### config.mk
export PLATFORM = sky130hd
export DESIGN_NAME = rbsi_merge
export DESIGN_NICKNAME = d
export VERILOG_FILES = /design/src/rtl/rbsi_pkg.sv /design/src/rtl/rbsi_merge.sv
export SDC_FILE = /design/constraint.sdc
export NUM_CORES = 1
export LEC_CHECK = 0
export ABC_AREA = 1
export BUFFER_PORTS_ARGS = -buffer_cell sky130_fd_sc_hd__buf_2
export CAP_MARGIN = 15
export CORE_MARGIN = 2
export CORE_UTILIZATION = 55
export DETAILED_ROUTE_END_ITERATION = 7
export PLACE_DENSITY = 0.86
export SETUP_SLACK_MARGIN = 0.02
export SYNTH_ARGS = -nofsm -noshare
export SYNTH_HDL_FRONTEND = slang
export SYNTH_SLANG_ARGS = --single-unit
export TNS_END_PERCENT = 50
### constraint.sdc
create_clock -name clk_i -period 12.2 [get_ports clk_i]
set_clock_uncertainty 0.05 [all_clocks]
set_input_delay 1.83 -clock clk_i [delete_from_list [all_inputs] [get_ports clk_i]]
set_output_delay 1.83 -clock clk_i [all_outputs]
set_load 0.02 [all_outputs]
### src/rtl/rbsi_pkg.sv
// ----------------------------------------------------------------------------
// rbsi_pkg: shared types and constants for the ray box slab intersect block
// Holds the coordinate widths and the record that each axis lane hands to
// the merging stage.
// ----------------------------------------------------------------------------
package rbsi_pkg;

  localparam int COORD_WIDTH = 32;
  localparam int FRAC_BITS   = 16;
  localparam int AXES        = 3;
  localparam int DIFF_W      = COORD_WIDTH + 1;
  localparam int PROD_W      = DIFF_W + COORD_WIDTH;
  localparam int SHIFT_W     = PROD_W - FRAC_BITS;
  localparam int STAGES      = 5;

  localparam logic signed [COORD_WIDTH-1:0] COORD_MAX = {1'b0, {(COORD_WIDTH-1){1'b1}}};
  localparam logic signed [COORD_WIDTH-1:0] COORD_MIN = {1'b1, {(COORD_WIDTH-1){1'b0}}};

  localparam logic signed [1:0] NORMAL_POS  = 2'sb01;
  localparam logic signed [1:0] NORMAL_NEG  = 2'sb11;
  localparam logic signed [1:0] NORMAL_NONE = 2'sb00;

  typedef struct packed {
    logic signed [COORD_WIDTH-1:0] tmin;
    logic signed [COORD_WIDTH-1:0] tmax;
    logic                          recip_pos;
    logic                          recip_neg;
  } lane_t;

endpackage

### src/rtl/rbsi_merge.sv
// ----------------------------------------------------------------------------
// rbsi_merge: combines the three axis lanes
// Picks the entry axis and its normal, takes near and far, and decides hit.
// ----------------------------------------------------------------------------
module rbsi_merge (
  input  logic                                            clk_i,
  input  logic                                            en_i,
  input  rbsi_pkg::lane_t [rbsi_pkg::AXES-1:0]            lanes_i,
  output logic                                            hit_o,
  output logic signed [rbsi_pkg::COORD_WIDTH-1:0]         near_dist_o,
  output logic signed [rbsi_pkg::COORD_WIDTH-1:0]         far_dist_o,
  output logic signed [1:0]                               normal_x_o,
  output logic signed [1:0]                               normal_y_o,
  output logic signed [1:0]                               normal_z_o
);
  import rbsi_pkg::*;

  logic                          gt01, gt02, gt12;
  logic [AXES-1:0]               sel;
  logic signed [COORD_WIDTH-1:0] near_d, near_q, far_d, far_q, far01, near0;
  logic signed [1:0]             nrm_d [AXES];
  logic signed [1:0]             nrm_q [AXES];
  logic signed [1:0]             nrm_out_q [AXES];
  logic signed [COORD_WIDTH-1:0] near_out_q, far_out_q;
  logic                          hit_d, hit_q;

  assign gt01 = lanes_i[0].tmin > lanes_i[1].tmin;
  assign gt02 = lanes_i[0].tmin > lanes_i[2].tmin;
  assign gt12 = lanes_i[1].tmin > lanes_i[2].tmin;

  // Ties resolve toward the later axis.
  assign sel[0] = gt01 && gt02;
  assign sel[1] = !gt01 && gt12;
  assign sel[2] = !sel[0] && !sel[1];

  always_comb begin
    near_d = lanes_i[2].tmin;
    if (sel[0]) begin
      near_d = lanes_i[0].tmin;
    end else if (sel[1]) begin
      near_d = lanes_i[1].tmin;
    end
    far01 = (lanes_i[1].tmax < lanes_i[0].tmax) ? lanes_i[1].tmax : lanes_i[0].tmax;
    far_d = (lanes_i[2].tmax < far01) ? lanes_i[2].tmax : far01;
    for (int k = 0; k < AXES; k++) begin
      nrm_d[k] = NORMAL_NONE;
      if (sel[k] && lanes_i[k].recip_pos) begin
        nrm_d[k] = NORMAL_NEG;
      end else if (sel[k] && lanes_i[k].recip_neg) begin
        nrm_d[k] = NORMAL_POS;
      end
    end
  end

  assign near0 = near_q[COORD_WIDTH-1] ? '0 : near_q;
  assign hit_d = (far_q >= near0);

  always_ff @(posedge clk_i) begin
    if (en_i) begin
      near_q     <= near_d;
      far_q      <= far_d;
      nrm_q      <= nrm_d;
      near_out_q <= near_q;
      far_out_q  <= far_q;
      nrm_out_q  <= nrm_q;
      hit_q      <= hit_d;
    end
  end

  assign hit_o       = hit_q;
  assign near_dist_o = near_out_q;
  assign far_dist_o  = far_out_q;
  assign normal_x_o  = nrm_out_q[0];
  assign normal_y_o  = nrm_out_q[1];
  assign normal_z_o  = nrm_out_q[2];

endmodule
==> qor.yml, run 1 <==
pwr:
  cellPowerDensity_mw_per_mm2: 143
  vdd_drop_max_uv: 99.6
  leakage_uw: 0.00659
clock_network:
  cts_tree: "built"
  numCtsBuffers: 17
  cts_hold_buf: 0
  postCtsSetupBuffers: 0
  clock_latency_ps: 420
  root_buffer: "clkbuf_16"
  cts.htree.levels: 4
  cts_sinks: 141
  cts_buffer_depth: 2
  clk_pin_slew_ps: 60
  post_cts_resized: 0
critical_path:
  critPathLaunchType: "input pin"
  arrival_ps: 6520
  max_stage_delay_ps: 700
  critical_path_class: "input pin to flop"
  cpMostUsedCell: "nand2_1"
  critPathBufInv: 6
  path_cells: "buf_2, inv_1, ha_1, nand2_1, nor2_2, nand2_1, inv_1, a21oi_2, nand2_2, nand2_1, nand2_1, buf_4, inv_1, o21ai_0, ha_1, nand2_1, inv_1, nand4_1, o211ai_1, a21oi_1, nand3_2, nand3_1, nand2_1"
  crit_path_top_delay_cell: "nand3_2"
  crit_required_ps: 12320
  endpoint_kind: "flop"
  cp_max_fo: 36
  crit_family: "simple AND/OR/NAND/NOR gates"
logic_synthesis:
  syn_avg_cell_area_um2: 8.86
  synthDominantCellAreaShare: 0.392
  syn-num-nets: 1610
  yosys_warnings: 0
  synth_area_mm2: 0.0108
  synth_area_leaders: "edfxtp_1, ha_1, nand2_1"
  synth_cell_type_count: 41
  synth_top_area_cell: "edfxtp_1"
  yosysSeqAreaShare: 0.392
  netlist_instances: 1221
  synth_seq_cells: 141
route:
  viasPerCell: 5.43
  drc: 0
  drtIter0Drc: 591
  wl_um: 28100
  drtAntennaViolNets: 0
  dr.pass1.iters: 6
  wl_per_cell_um: 15.9
  via_count: 9571
floorplanning:
  die_w_um: 144
  dieHeight_um: 144
  rows: 51
  start_util: 0.557
  ios: 271
  die_area_mm2: 0.0208
  core_mm2: 0.0194
outcome:
  status: "finished clean"
global_route:
  antenna_found_initial: 0
  grt_max_degree: 76
  grt_use_total: 0.268
  grt_pass1_vias: 9035
  grt_pass1_wl_um: 43500
  gr-total-overflow: 0
timing:
  tightest_slew_ps: 1010
  rsz0062_at_grt: "no"
  drv_slew: 0
  period_minus_slack_ps: 6410
  timing.final.ws_setup_ps: 5790
  timing.final.hold_violations: 0
  setup_viol: 0
  fin_crit_sh: 0.525
  max_freq_mhz: 156
  relSlewSlack: 0.324
  fin_setup_tns_ps: 0
flow_run:
  cap_violations: 0
placement:
  dp_slack_ps: 5460
  place_congestion: 0.919
  hpwlAfterDp_um: 22200
  io_buffer_count: 270
cells_and_area:
  num-fill-cells: 1635
  fin_nets: 1869
  drive_gt1_frac: 0.240
  postLayoutCoreUtil: 0.668
  area_growth_pct: 19.9
min_path:
  hold_class: "flop to flop"
-- cell usage after synthesis, drive strengths merged --
library cell  instances
o21bai                1
a21o                  3
a21oi                84
a32o                  1
nand3                88
o211ai                7
nor2                 36
o221a                 1
a2111oi               2
a31oi                 2
or2                  29
edfxtp              141
ha                  189
o21ai               119
clkbuf               11
xor2                  2
buf                  22
a211oi                6
o2111ai               3
and3                  1
nand4                16
nand3b                2
o21a                  5
nor4                  6
a311oi                1
nor3                  9
nand2               246
and2                  1
inv                 187
-- worst register-to-register path, delay by kind of cell, from the launching register on --
kind                     cells  cell delay (ps)
buffers and inverters        2              710
AND/OR/NAND/NOR              5              440
flip-flops                   1              410
AO/OA/AOI/OAI                5              750
adder cells (fa/ha/maj)      1              330
-- final cells by class --
| cell class | instances | area [um^2] | area share |
|---|---|---|---|
| well taps | 265 | 332 | 0.0256 |
| clock inverters | 13 | 186 | 0.0144 |
| inverters | 187 | 702 | 0.0542 |
| flip-flops and latches | 141 | 4230 | 0.327 |
| repair buffers | 273 | 1400 | 0.108 |
| clock buffers | 19 | 433 | 0.0334 |
| multi-input cells | 860 | 5670 | 0.437 |
| diodes | 3 | 7.51 | 0.000579 |
-- path summary, 6_finish.rpt --
| path | from | end | slack (ps) | cells after the start |
|---|---|---|---|---|
| max | lanes_i[33] | far_q[9] | 5790 | 23 |
| min | nrm_q[0] | normal_z_o[0] | 370 | 0 |
| max reg2reg | near_q[31] | hit_o | 9270 | 13 |
| min reg2reg | nrm_q[0] | normal_z_o[0] | 370 | 0 |
-- state kept, by name, indices dropped and copies added (netlist names) --
register,cells
near_q,32
hit_o,1
near_dist_o,32
normal_y_o,2
far_q,32
normal_z_o,2
normal_x_o,2
far_dist_o,32
nrm_q,6
-- routing by layer --
layer	global-route usage	wire [um]	vias up
li1	-	-	4742
met1	0.350	11600	4355
met2	0.447	13600	411
met3	0.0517	1930	63
met4	0.0950	913	0
met5	0	0	-
-- power breakdown --
group	internal [uW]	total, uW	switching (uW)
registers	659	708	49.3
logic	221	600	380
clock network	344	548	205
total	1220	1860	633
-- kinds of logic (layout without fill, tap and decap cells) --
group | Yosys count | in the layout | share of synthesized area
AOI/OAI and AO/OA | 235 | 235 | 0.118
xor gates and xnor gates | 2 | 2 | 0.00162
adders and majority gates | 189 | 189 | 0.219
buffers and inverters | 220 | 492 | 0.0846
DFF | 141 | 141 | 0.392
other | 0 | 3 | 0
and+or+nand+nor | 434 | 434 | 0.186
-- placed cells by master (no fill, tap or decap), drive strengths merged, types with 2 or more instances in the layout --
master / n
inv: 191
o21ai: 119
o21a: 5
clkinvlp: 3
bufinv: 4
a31oi: 2
nor2: 36
o211ai: 7
a21oi: 84
nand4: 16
ha: 189
xor2: 2
nand3: 88
or2: 29
clkinv: 2
o2111ai: 3
nor3: 9
nor4: 6
a211oi: 6
buf: 273
clkbuf: 19
edfxtp: 141
a21o: 3
nand3b: 2
nand2: 246
diode: 3
a2111oi: 2
-- through the flow --
step	instances	hold slack [ps]	instance area [um^2]	total power (uW)
after detailed placement	1725	356	12300	1300
after global placement	1725	351	12300	1270
after CTS	1757	372	12900	1860
after global routing	1758	383	13000	1980
after floorplan	1221	350	10800	1120
final	1761	372	13000	1860
Power figures use the tool's default switching activity.
==> run 2, diff against run 1 <==
--- a/config.mk
+++ b/config.mk
@@ -9,9 +9,9 @@
 export BUFFER_PORTS_ARGS = -buffer_cell sky130_fd_sc_hd__buf_2
 export CAP_MARGIN = 15
 export CORE_MARGIN = 2
-export CORE_UTILIZATION = 55
+export CORE_UTILIZATION = 50
 export DETAILED_ROUTE_END_ITERATION = 7
-export PLACE_DENSITY = 0.86
+export PLACE_DENSITY = 0.83
 export SETUP_SLACK_MARGIN = 0.02
 export SYNTH_ARGS = -nofsm -noshare
 export SYNTH_HDL_FRONTEND = slang
==> constraint.sdc (replaced) <==
create_clock -name clk_i -period 5.7 [get_ports clk_i]
set_clock_uncertainty 0.05 [all_clocks]
set_input_delay 0.855 -clock clk_i [delete_from_list [all_inputs] [get_ports clk_i]]
set_output_delay 0.855 -clock clk_i [all_outputs]
set_load 0.02 [all_outputs]
==> run 2 against run 1 <==
- sequential power grew 110%
- clock power up 100%
- power grew 110%
- first-iteration DRC count down 11%
- highest routed layer unchanged
- critical endpoint is now far_q[1]
- sequential share of layout area barely moved
- combinational power up 110%
- largest cell class unchanged
- clock-buffer cell count down 2
- via count increased by 0.10%
- setup slack worse by 5000 ps
- design area fell by 0.14%
==> qor.yml, run 2 (same netlist as run 1, synthesis figures left out) <==
outcome:
  status: "finished clean"  # unchanged
route:
  dr.pass1.iters: 6  # unchanged
  viasPerCell: 5.40  # was 5.43
  drtIter0Drc: 525  # was 591
  via_count: 9581  # was 9571
  wl_um: 28200  # was 28100 um
  drtAntennaViolNets: 0  # unchanged
  drc: 0  # unchanged
  wl_per_cell_um: 15.9  # about the same
cells_and_area:
  postLayoutCoreUtil: 0.612  # was 0.668
  layout_common_cells: "buf_2, nand2_1, ha_1"  # unchanged
  fin_cells: 1773  # was 1761
  fin_nets: 1871  # was 1869
  num-fill-cells: 1867  # was 1635
  area_growth_pct: 19.7  # was 19.9%
  layout_commonest_cell: "buf_2"  # unchanged
  drive_gt1_frac: 0.243  # was 0.240
pwr:
  pwr-share-comb: 0.328  # was 0.323
  pwr-share-seq: 0.387  # was 0.381
  swShare: 0.360  # was 0.341
  clkPwrFrac: 0.285  # was 0.295
  vdd_drop_max_uv: 203  # was 99.6 uV
  cellPowerDensity_mw_per_mm2: 302  # was 143 mW/mm^2
  leakage_uw: 0.00659  # about the same
  p_sw_uw: 1410  # was 633 uW
  intPower_uw: 2510  # was 1220 uW
clock_network:
  clk_pin_slew_ps: 70  # was 60 ps
  post_cts_resized: 0  # unchanged
  cts_hold_buf: 0  # unchanged
  cts.htree.levels: 4  # unchanged
  cts_tree: "built"  # unchanged
  clock_latency_ps: 420  # about the same
  postCtsSetupBuffers: 0  # unchanged
  cts_buffer_depth: 2  # unchanged
  numCtsBuffers: 17  # unchanged
  root_buffer: "clkbuf_16"  # unchanged
  cts_sinks: 141  # unchanged
timing:
  period_minus_slack_ps: 4900
  drv_slew: 0  # unchanged
  max_freq_mhz: 204
  rsz0062_at_grt: "no"  # unchanged
  timing.final.hold_violations: 0  # unchanged
  hold_slack_ps: 365  # was 372 ps
  fin_crit_sh: 0.860
  fin_setup_tns_ps: 0  # unchanged
  setup_viol: 0  # unchanged
  tightest_slew_ps: 1110  # was 1010 ps
  relSlewSlack: 0.259  # was 0.324
floorplanning:
  core_mm2: 0.0212  # was 0.0194 mm^2
  die_area_mm2: 0.0228  # was 0.0208 mm^2
  ios: 271  # unchanged
  start_util: 0.511  # was 0.557
  rows: 53  # was 51
  dieHeight_um: 151  # was 144 um
  die_w_um: 151  # was 144 um
flow_run:
  cap_violations: 0  # unchanged
global_route:
  gr-total-overflow: 0  # unchanged
  grt_use_total: 0.249  # was 0.268
  grt_max_degree: 98  # was 76
  antenna_found_initial: 1  # was 0
  grt_pass1_wl_um: 44100  # was 43500 um
  grt_pass1_vias: 9228  # was 9035
critical_path:
  cp_max_fo: 32  # was 36
  critPathLaunchType: "input pin"  # unchanged
  r2r_setup_slack_ps: 2670  # was 9270 ps
  r2r-start: "near_q[31]"  # unchanged
  crit_required_ps: 5820  # was 12320 ps
  crit_path_start: "lanes_i[33]"  # unchanged
  arrival_ps: 5020  # was 6520 ps
  endpoint_kind: "flop"  # unchanged
  critical_path_class: "input pin to flop"  # unchanged
min_path:
  hold_class: "flop to flop"  # unchanged
  worstHoldStart: "nrm_q[2]"  # was nrm_q[0]
placement:
  io_buffer_count: 270  # unchanged
  place_congestion: 0.920  # was 0.919
  hpwlAfterDp_um: 22600  # was 22200 um
  dp_cells: 1738  # was 1725
## run 2: power by group through the flow
stage | Clock (uW) | Sequential, uW | Combinational, uW
final | 1110 | 1520 | 1280
after global routing | 1170 | 1530 | 1470
after CTS | 1130 | 1520 | 1290
after detailed placement | 0 | 1530 | 1270
after global placement | 0 | 1530 | 1210
after floorplan | 0 | 1570 | 814
## run 2: cell type report
cell class / instances / area, um^2 / share of cell area
antenna: 3 / 7.51 / 0.000580
inverter: 187 / 702 / 0.0542
clock inverter: 15 / 169 / 0.0130
sequential: 141 / 4230 / 0.327
timing repair buffer: 275 / 1400 / 0.108
tap: 275 / 344 / 0.0266
multi-input combinational: 860 / 5670 / 0.438
clock buffer: 17 / 425 / 0.0329
## run 2: path summary, 6_finish.rpt
| kind | cells past startpoint | endpoint |
|---|---|---|
| worst min register to register | 0 | normal_y_o[0] |
| worst max register to register | 12 | hit_o |
| worst min-delay path | 0 | normal_y_o[0] |
| worst max-delay path | 22 | far_q[1] |
## run 2: critical path, cell delays in order
cell and delay (ps):
buf_2 100, inv_1 40, ha_1 380, nand2_1 140, nor2_1 60, nor2_1 90
nand3_1 120, a21oi_2 220, nand2_2 90, nand2_1 90, nand2_1 90, inv_1 570
o21ai_0 250, ha_1 470, nand2_1 130, nor4_1 380, and3_1 250, nand2_2 100
nand2_4 100, nand2_4 240, nand3_1 170, nand2_1 60
## run 2: routing by layer
| layer | share of wire | track usage | routed length, um | vias to the layer above |
|---|---|---|---|---|
| met2 | 0.48 | 0.416 | 13500 | 346 |
| met3 | 0.058 | 0.0452 | 1650 | 68 |
| met4 | 0.035 | 0.0953 | 998 | 0 |
| met1 | 0.43 | 0.321 | 12100 | 4420 |
| li1 | - | - | - | 4747 |
| met5 | 0 | 0 | 0 | - |
## run 2: stage by stage
stage | worst slack [ps] | power [uW] | area [um^2]
after floorplan | 1460 | 2390 | 10800
after global placement | 796 | 2750 | 12300
after detailed placement | 439 | 2810 | 12300
after CTS | 875 | 3930 | 12900
after global routing | 320 | 4170 | 12900
final | 800 | 3910 | 12900
